<file path="config.mk">
export PLATFORM = sky130hd
export DESIGN_NAME = top_k_count_tracker
export DESIGN_NICKNAME = d
export VERILOG_FILES = /design/src/design/tkct_pkg.sv /design/src/design/top_k_count_tracker.sv /design/src/design/tkct_cell.sv
export SDC_FILE = /design/constraint.sdc
export NUM_CORES = 2
export LEC_CHECK = 0
export ABC_CLOCK_PERIOD_IN_PS = 5400
export BUFFER_PORTS_ARGS = -buffer_cell sky130_fd_sc_hd__buf_2
export CAP_MARGIN = 20
export CELL_PAD_IN_SITES_DETAIL_PLACEMENT = 1
export CELL_PAD_IN_SITES_GLOBAL_PLACEMENT = 2
export CORE_MARGIN = 3
export CORE_UTILIZATION = 39
export DETAILED_ROUTE_END_ITERATION = 8
export GPL_ROUTABILITY_DRIVEN = 1
export GPL_TIMING_DRIVEN = 0
export HOLD_SLACK_MARGIN = 0.08
export PLACE_DENSITY = 0.93
export SYNTH_ARGS = -nofsm -noshare
export SYNTH_HDL_FRONTEND = slang
export SYNTH_SLANG_ARGS = --single-unit
</file>
<file path="constraint.sdc">
create_clock -name i_clk -period 5.4 [get_ports i_clk]
set_input_delay 0.81 -clock i_clk [delete_from_list [all_inputs] [get_ports i_clk]]
set_output_delay 0.81 -clock i_clk [all_outputs]
set_load 0.05 [all_outputs]
</file>
<file path="src/design/tkct_pkg.sv">
// Package for the top-k count tracker: transaction structs, command codes,
// cell control types and the ranking comparison. No dependencies.
package tkct_pkg;

    localparam int LIST_SIZE  = 10;
    localparam int KEY_BITS   = 32;
    localparam int COUNT_BITS = 24;
    localparam int RANK_BITS  = 4;
    localparam int IDX_BITS   = (LIST_SIZE > 1) ? $clog2(LIST_SIZE) : 1;

    typedef enum logic [1:0] {
        CMD_CLEAR = 2'd0,
        CMD_OFFER = 2'd1,
        CMD_READ  = 2'd2,
        CMD_NONE  = 2'd3
    } t_cmd_code;

    typedef struct packed {
        t_cmd_code             command;
        logic [KEY_BITS-1:0]   item_key;
        logic [COUNT_BITS-1:0] item_count;
    } t_in_item;

    typedef struct packed {
        logic [RANK_BITS-1:0]  rank;
        logic [KEY_BITS-1:0]   out_key;
        logic [COUNT_BITS-1:0] out_count;
        logic                  present;
        logic                  last;
    } t_out_item;

    typedef struct packed {
        logic [KEY_BITS-1:0]   key;
        logic [COUNT_BITS-1:0] count;
    } t_entry;

    typedef enum logic [1:0] {
        OP_HOLD   = 2'd0,
        OP_CLEAR  = 2'd1,
        OP_OFFER  = 2'd2,
        OP_ROTATE = 2'd3
    } t_cell_op;

    typedef struct packed {
        t_cell_op op;
        t_entry   offer;
    } t_cell_ctl;

    // True when entry a ranks strictly above entry b.
    function automatic logic ranks_above(input t_entry a, input t_entry b);
        if (a.count != b.count) begin
            return a.count > b.count;
        end
        return a.key < b.key;
    endfunction

endpackage

</file>
<file path="src/design/top_k_count_tracker.sv">
// Top level of the top-k count tracker: a chain of tkct_cell slots and the
// command and readout control. Depends on tkct_pkg and tkct_cell.

// A clear or an offer leaves busy low, so such commands may be given in every
// cycle while no readout runs. A readout holds busy high while the cells
// rotate once through slot zero; results leave one per cycle from the output
// register in the cycle after their slot passes slot zero. Empty slots are
// skipped except as the first result. The receiver cannot stall: each result
// is shown for exactly one cycle with o_result_strobe and must be taken then.
module top_k_count_tracker
    import tkct_pkg::*;
(
    input  logic      i_clk,
    input  logic      i_rst_n,
    input  logic      start,
    output logic      busy,
    input  t_in_item  i_cmd,
    output logic      o_result_strobe,
    output t_out_item o_result
);

    localparam int NEXT0 = (LIST_SIZE > 1) ? 1 : 0;

    t_entry    w_entry  [LIST_SIZE];
    logic      w_beaten [LIST_SIZE];
    t_cell_ctl w_ctl;

    logic                r_reading;
    logic [IDX_BITS-1:0] r_idx;
    logic                r_strobe;
    t_out_item           r_result;
    logic                w_accept;
    logic                w_emit;
    logic                w_idx_end;

    assign busy     = r_reading;
    assign w_accept = start && !r_reading;

    always_comb begin
        w_ctl.op    = OP_HOLD;
        w_ctl.offer = '0;
        if (r_reading) begin
            w_ctl.op = OP_ROTATE;
        end else if (w_accept) begin
            case (i_cmd.command)
                CMD_CLEAR: begin
                    w_ctl.op = OP_CLEAR;
                end
                CMD_OFFER: begin
                    w_ctl.op          = OP_OFFER;
                    w_ctl.offer.key   = i_cmd.item_key;
                    w_ctl.offer.count = i_cmd.item_count;
                end
                default: begin
                    w_ctl.op = OP_HOLD;
                end
            endcase
        end
    end

    for (genvar g = 0; g < LIST_SIZE; g++) begin : g_cells
        t_entry w_prev;
        logic   w_prev_beaten;
        if (g == 0) begin : g_head
            assign w_prev        = '0;
            assign w_prev_beaten = 1'b0;
        end else begin : g_body
            assign w_prev        = w_entry[g-1];
            assign w_prev_beaten = w_beaten[g-1];
        end
        tkct_cell u_cell (
            .i_clk         (i_clk),
            .i_rst_n       (i_rst_n),
            .i_ctl         (w_ctl),
            .i_prev_entry  (w_prev),
            .i_prev_beaten (w_prev_beaten),
            .i_next_entry  (w_entry[(g + 1) % LIST_SIZE]),
            .o_entry       (w_entry[g]),
            .o_beaten      (w_beaten[g])
        );
    end

    // Filled slots always sit at the front, so the results end at the first
    // empty slot behind slot zero or at the end of the rotation.
    assign w_idx_end = (r_idx == IDX_BITS'(LIST_SIZE - 1));
    assign w_emit    = r_reading && ((w_entry[0].count != '0) || (r_idx == '0));

    always_ff @(posedge i_clk) begin
        if (!i_rst_n) begin
            r_reading <= 1'b0;
            r_idx     <= '0;
            r_strobe  <= 1'b0;
        end else begin
            r_strobe <= w_emit;
            if (r_reading) begin
                r_idx <= r_idx + 1'b1;
                if (w_idx_end) begin
                    r_reading <= 1'b0;
                    r_idx     <= '0;
                end
            end else if (w_accept && (i_cmd.command == CMD_READ)) begin
                r_reading <= 1'b1;
                r_idx     <= '0;
            end
        end
    end

    always_ff @(posedge i_clk) begin
        if (w_emit) begin
            r_result.rank      <= RANK_BITS'(r_idx);
            r_result.out_key   <= w_entry[0].key;
            r_result.out_count <= w_entry[0].count;
            r_result.present   <= (w_entry[0].count != '0);
            r_result.last      <= w_idx_end || (w_entry[NEXT0].count == '0)
                                  || (w_entry[0].count == '0);
        end
    end

    assign o_result_strobe = r_strobe;
    assign o_result        = r_result;

endmodule

</file>
<file path="src/design/tkct_cell.sv">
// One slot of the ranking chain: holds a (key, count) entry and hands it to
// its neighbours. Depends on tkct_pkg.
module tkct_cell
    import tkct_pkg::*;
(
    input  logic      i_clk,
    input  logic      i_rst_n,
    input  t_cell_ctl i_ctl,
    input  t_entry    i_prev_entry,
    input  logic      i_prev_beaten,
    input  t_entry    i_next_entry,
    output t_entry    o_entry,
    output logic      o_beaten
);

    t_entry r_entry;
    t_entry n_entry;

    // A nonzero offer that outranks this slot's entry displaces it; if it
    // also displaced the slot above, this slot takes the shifted-down entry.
    assign o_beaten = (i_ctl.offer.count != '0) && ranks_above(i_ctl.offer, r_entry);
    assign o_entry  = r_entry;

    always_comb begin
        n_entry = r_entry;
        case (i_ctl.op)
            OP_CLEAR: begin
                n_entry = '0;
            end
            OP_OFFER: begin
                if (o_beaten) begin
                    n_entry = i_prev_beaten ? i_prev_entry : i_ctl.offer;
                end
            end
            OP_ROTATE: begin
                n_entry = i_next_entry;
            end
            default: begin
                n_entry = r_entry;
            end
        endcase
    end

    always_ff @(posedge i_clk) begin
        if (!i_rst_n) begin
            r_entry <= '0;
        end else begin
            r_entry <= n_entry;
        end
    end

endmodule
</file>
[Word-level counts from Yosys, hierarchy flattened]
Index checks and enable logic that the tools add are counted.
Storage, ports and cells
  latch bits: 0
  register bits after elaboration: 628
  word-level logic and storage cells: 180
  memories kept: 0
  memory bits (read-only): 0
  bits in writable memories: 0
Cells by class
  magnitude comparators: 20
  reductions and logical operators: 35
  div/mod/pow operators: 0
  multipliers: 0
  add/sub/neg operators: 1
  equal/unequal tests: 26
  shift operators: 0
  multiplexer cells: 70
  bitwise logic cells: 0
Operators by type and width (number)
  $pmux 56 s3: 10
  $mux 56: 21
  $lt 32x32->1: 10
  $gt 24x24->1: 10
  $ne 24x24->1: 10
  $mux 58: 1
  $logic_not 24->1: 2
  $reduce_bool 24->1: 2
  $mux 1: 33
  $ne 2x1->1 const B: 10
  $reduce_and 2->1: 10
  $logic_and 1x1->1: 13
  $mux 4: 3
  $eq 2x2->1 const B: 3
  $add 4x1->4 const B: 1
  $eq 2x1->1 const B: 2
  $eq 4x4->1 const B: 1
  $logic_not 4->1: 1
  $pmux 2 s2: 1
  $logic_or 1x1->1: 3
  $reduce_bool 3->1: 1
  $logic_not 2->1: 1
  $mux 2: 1
  $reduce_bool 2->1: 1
  $logic_not 1->1: 1

[Logic depth before layout (Yosys ltp)]
  word-level depth: 11
  gate-level depth with buffers: 20
  gate-level depth less buffers: 13

[By module]
Synthesis repeated with hierarchy kept, for this count alone.
Second synthesis, totals
  cells, all modules: 6554
  area total of the unflattened synthesis: 52445.3 um^2
Modules (own cells, without submodules)
  tkct_cell: area an instance 4969.8 um^2, sequential area each 1121.1 um^2, cells an instance 637, instances 10
  top_k_count_tracker: area an instance 2747.6 um^2, sequential area each 1981.9 um^2, cells an instance 184, instances 1

[Least setup slack after synthesis]
OpenSTA, ideal clock, no wires.
  path type: input to register
  start point: in i_cmd[56] (netlist bit)
  end point: reg g_cells[0].u_cell.r_entry (netlist bit g_cells[0].u_cell.o_entry[0])
  path slack: 0.554 ns
  arrival time: 4.700 ns
  required time: 5.254 ns
  buffers on the path: 7
  cell stages on the path: 19
  setup time: 0.146 ns
  path through: nor4bb_1 -> buf_4 -> clkbuf_1 -> clkbuf_1 -> and2_1 -> clkbuf_1 -> ha_1 -> nand4_1 -> nor3_2 -> nand3_1 -> or4_1 -> o211a_1 -> a31o_2 -> or2_1 -> clkbuf_1 -> buf_6 -> buf_2 -> nor2_1 -> a211oi_2
On the way
  longest elaborated chain between the ends: 10
  elaborated cells on any way between the ends: 23
  those cells by class: order compare (2); eq/ne (6); mux (10); reduce/logical (5)
Ends and longest elaborated chain
  from (decl): line top_k_count_tracker.sv:17  | input t_in_item i_cmd,
  $eq 2x1->1: line top_k_count_tracker.sv:45  | case (i_cmd.command)
  $mux 56: line top_k_count_tracker.sv:45
  $mux 58 (*): line top_k_count_tracker.sv:44  | end else if (w_accept) begin
  $mux 56: line top_k_count_tracker.sv:42  | if (r_reading) begin
  $gt 24x24->1 / $ne 24x24->1 (equally long branches): line tkct_pkg.sv:52, tkct_pkg.sv:51
  $mux 1: line tkct_pkg.sv:51  | if (a.count != b.count) begin
  $mux 1: line tkct_pkg.sv:54  | return a.key < b.key;
  $logic_and 1x1->1: line tkct_cell.sv:21  | assign o_beaten = (i_ctl.offer.count != '0) && ranks_above(i_ctl.offer, r_entry);
  $ne 2x1->1 (no source line)
  $reduce_and 2->1 (no source line)
  to (signal assigned): line tkct_cell.sv:48  | r_entry <= n_entry;
  to (decl): line tkct_cell.sv:16  | t_entry r_entry;
Every way passes the cells marked *; elsewhere a longest branch is shown, timed or not. The select of a mux whose other input is x is not followed.
A chain may end at the register's enable or synchronous reset.

[Worst setup path after layout]
  start point: reg r_reading, in the netlist busy
  end point: reg g_cells[8].u_cell.r_entry (netlist bit g_cells[8].u_cell.o_entry[35])
On the way
  longest elaborated chain between the ends: 11
  elaborated cells on any way between the ends: 29
  those cells by class: order compare (4); eq/ne (6); mux (12); reduce/logical (7)
Ends and longest elaborated chain
  from (decl): line top_k_count_tracker.sv:28  | logic r_reading;
  from (signal assigned): line top_k_count_tracker.sv:90  | r_reading <= 1'b0;
  from (signal assigned): line top_k_count_tracker.sv:98  | r_reading <= 1'b0;
  from (signal assigned): line top_k_count_tracker.sv:102  | r_reading <= 1'b1;
  $logic_not 1->1: line top_k_count_tracker.sv:37  | assign w_accept = start && !r_reading;
  $logic_and 1x1->1: line top_k_count_tracker.sv:37
  $mux 58: line top_k_count_tracker.sv:44
  $mux 56: line top_k_count_tracker.sv:42
  $gt 24x24->1 / $ne 24x24->1 (equally long branches): line tkct_pkg.sv:52, tkct_pkg.sv:51
  $mux 1: line tkct_pkg.sv:51
  $mux 1: line tkct_pkg.sv:54
  $logic_and 1x1->1: line tkct_cell.sv:21
  $mux 56: line tkct_cell.sv:32  | n_entry = i_prev_beaten ? i_prev_entry : i_ctl.offer;
  $mux 56: line tkct_cell.sv:31  | if (o_beaten) begin
  $pmux 56 s3: line tkct_cell.sv:26  | case (i_ctl.op)
  to (signal assigned): line tkct_cell.sv:48
  to (decl): line tkct_cell.sv:16
Parallel ways exist; a longest one is shown, timed or not. The select of a mux whose other input is x is not followed.

==> impl_metrics.ini <==
[placement]
io_buffers = 123
placed_area_mm2 = 0.0453
post-place-ws_ns = -4.66
dp_hpwl_mm = 166
gp_congestion = 1.01

[cells_and_area]
final_common_cell = dfxtp_1
post-route-util_pct = 47.3
area_growth_pct = 19.6
nNetsFinal = 6220
final_layout_size_suffix_gt1_share_pct = 16.5
final_cell_mix = dfxtp_1, inv_1, ha_1
final_area_mm2 = 0.0509
fill_cells = 12900

[critical_path]
path_cells = buf_6 -> nor4bb_1 -> buf_4 -> clkbuf_8 -> buf_12 -> nand2_1 -> clkinvlp_4 -> buf_4 -> ha_1 -> nand4_1 -> nor4_4 -> nand4_1 -> o2111ai_2 -> o21a_1 -> buf_4 -> clkbuf_1 -> nand2_1 -> a31oi_1
worst_path_max_delay_cell = clkbuf_1
slowest_delay_ns = 0.69
critPathCaptureType = flop
cp.buffers_inverters = 8
path_class = flop to flop
crit_top_cell = buf_4
cp.required_ns = 6.00
path_depth = 18
critPathArrivalTime_ns = 6.12
cp_max_fo = 10
critPathLaunchType = flop
cp_top_family = buffers and inverters
worstRegToRegCells = 18

[global_routing]
grt_pass1_wl_mm = 326
grt_use_met2_pct = 59.6
top_usage_layer = met2
met3_usage_pct = 11.8
antenna_found_initial = 10
grt_pass1_vias = 47500
grt_start_max_net_pins = 25
gr-total-overflow = 0
use_met1_pct = 45.7
grt_usage_pct = 39.0

[die]
start_util_pct = 39.6
placementRows = 120
die_x_um = 336
dieArea_mm2 = 0.113
die_h_um = 336
core_area_mm2 = 0.108
ios = 125

[yosys]
syn_nets = 5800
yosys_register_bits = 628
yosys_most_used_dff = dfxtp_1
synth_edf_count = 62
synthCells = 5206
ys_seq_area_share_pct = 31.0
ys_warn_count = 0
yosysUniqueCellTypes = 83
syn_area_per_cell_um2 = 8.18
async_flop_share_pct = 0
syn-cell-area_mm2 = 0.0426

[clock_network]
cts-root-buf = clkbuf_16
cts_hold_buf = 0
cts_tree = yes
clk_latency_ns = 0.69
numCtsBuffers = 80
cts_buffer_depth = 3
clkTransAtPathRegs_ns = 0.07
htreeDepth = 3
clock-sinks = 628

[drt]
ant_nets = 0
drtIter0Drc = 4904
drt-pass1-iter-count = 7
num_vias = 46900
viasPerCell = 6.59
wire_per_inst_um = 31.9
route.detailed.drc = 0
routed_wirelength_mm = 226

[power_and_ir_drop]
power.share.sequential_pct = 35.6
p_per_area_mw_per_mm2 = 303
p_leak_nw = 19.7
combPwrFrac_pct = 26.6
switchingPower_mw = 5.63
ir_worst_vdd_mv = 0.272
switching_share_pct = 36.6
pwr-share-clk_pct = 37.8
power_mw = 15.4
intPower_mw = 9.78

[sta]
setup_ws_ns = -0.118
finClkSkew_ns = 0.0306
worst_slew_pin_slew_ns = 1.25
tns_ns = -0.852
finalCritPeriodShare_pct = 102
max_freq_ghz = 0.181
finalSetupViolations = 26
slew_violations = 0
max_slew_margin_pct = 16.4
post-route-min-period_ns = 5.52
finalHoldViolCount = 0

[job]
max-cap-violations = 0

[status]
violations = negative setup slack
status = finished with violations

[hold_path]
holdCritPathClass = flop to flop
whs_path_depth = 2
[registers in the layout, indices dropped and copies added, names as in the netlist]
name,count
o_result_strobe,1
busy,1
g_cells.u_cell.o_entry,560
o_result,62
r_idx,4
[power by group through the flow]
stage | Sequential [mW] | Combinational, mW | Clock, mW
2_1_floorplan | 5.43 | 2.07 | 0
3_3_place_gp | 5.55 | 3.41 | 0
4_1_cts | 5.45 | 3.80 | 5.82
6_report | 5.48 | 4.09 | 5.83
3_5_place_dp | 5.55 | 3.55 | 0
5_1_grt | 5.51 | 4.29 | 6.01
[kinds of logic after synthesis]
family,Yosys count,share of synthesized area [%]
AOI/OAI and AO/OA,1864,31.4
and+or+nand+nor,1220,12.5
buffers and inverters,939,8.92
DFF,628,31.0
adders and majority gates,540,15.8
muxes,15,0.352
[worst min-delay path: stages (launching register included)]
cell and delay, ns:
dfxtp_1 0.31, nand2_1 0.06, a31oi_1 0.07
[per-stage QoR]
| step | instances | hold slack (ns) |
|---|---|---|
| 2_1_floorplan | 5206 | 0.447 |
| 3_3_place_gp | 6732 | 0.467 |
| 3_5_place_dp | 6752 | 0.475 |
| 4_1_cts | 7060 | 0.490 |
| 5_1_grt | 7097 | 0.508 |
| 6_report | 7106 | 0.488 |
[cell type report]
type	instances	area [um2]	share of cell area, %
multi-input combinational	3639	26200	51.3
sequential	628	13200	25.9
timing repair buffer	340	2680	5.26
clock buffer	120	2470	4.85
inverter	599	2430	4.77
buffer	338	1920	3.78
tap	1403	1760	3.45
clock inverter	30	305	0.599
antenna	9	22.5	0.0442
[per-layer routing]
layer	wire [um]	vias up
li1	-	20100
met1	86300	23200
met2	98300	2601
met3	21800	847
met4	19800	12
met5	110	-
[worst paths after layout]
path	to	slack, ns	startpoint
hold reg to reg	g_cells[1].u_cell.o_entry[13]$_SDFFE_PN0P_	0.49	g_cells[2].u_cell.o_entry[13]$_SDFFE_PN0P_
hold / removal	g_cells[1].u_cell.o_entry[13]$_SDFFE_PN0P_	0.49	g_cells[2].u_cell.o_entry[13]$_SDFFE_PN0P_
setup reg to reg	g_cells[8].u_cell.o_entry[35]$_SDFFE_PN0P_	-0.12	busy$_SDFF_PN0_
setup / recovery	g_cells[8].u_cell.o_entry[35]$_SDFFE_PN0P_	-0.12	busy$_SDFF_PN0_
[timing repair]
| item | 4_1_cts | 5_1_grt |
|---|---|---|
| setup endpoints to repair | 560 | 558 |
| buffers inserted | 159 | 31 |
| gates resized for setup | 231 | 154 |
| pin swaps | 17 | 15 |
[synthesized netlist by cell type (16+ instances only)]
master     number  area share, %
a211o_1        53            1.1
a211oi_1       26           0.46
a211oi_2       54            1.6
a21o_1         50           0.88
a21oi_1       368            4.3
a221oi_1      283            5.8
a221oi_2       58            2.0
a22o_1         37           0.76
a22oi_1        86            1.5
a311oi_1       21           0.43
a31oi_1       141            2.1
a32o_1         46            1.1
and2_1         16           0.23
and4_1         17           0.35
buf_2          92            1.1
clkbuf_1      208            1.8
dfxtp_1       566             27
edfxtp_1       62            4.4
ha_1          533             16
inv_1         598            5.3
nand2_1       497            4.4
nand3_1        53           0.62
nand4_1        85            1.2
nor2_1        401            3.5
nor2b_1        24           0.35
nor3_1         47           0.55
nor4_1         31           0.46
o211ai_1       31           0.55
o21a_1         16           0.28
o21ai_0       387            4.5
o21ai_1        46           0.54
o2bb2ai_1      56            1.2
No activity file was read; power rests on OpenSTA's default activity.
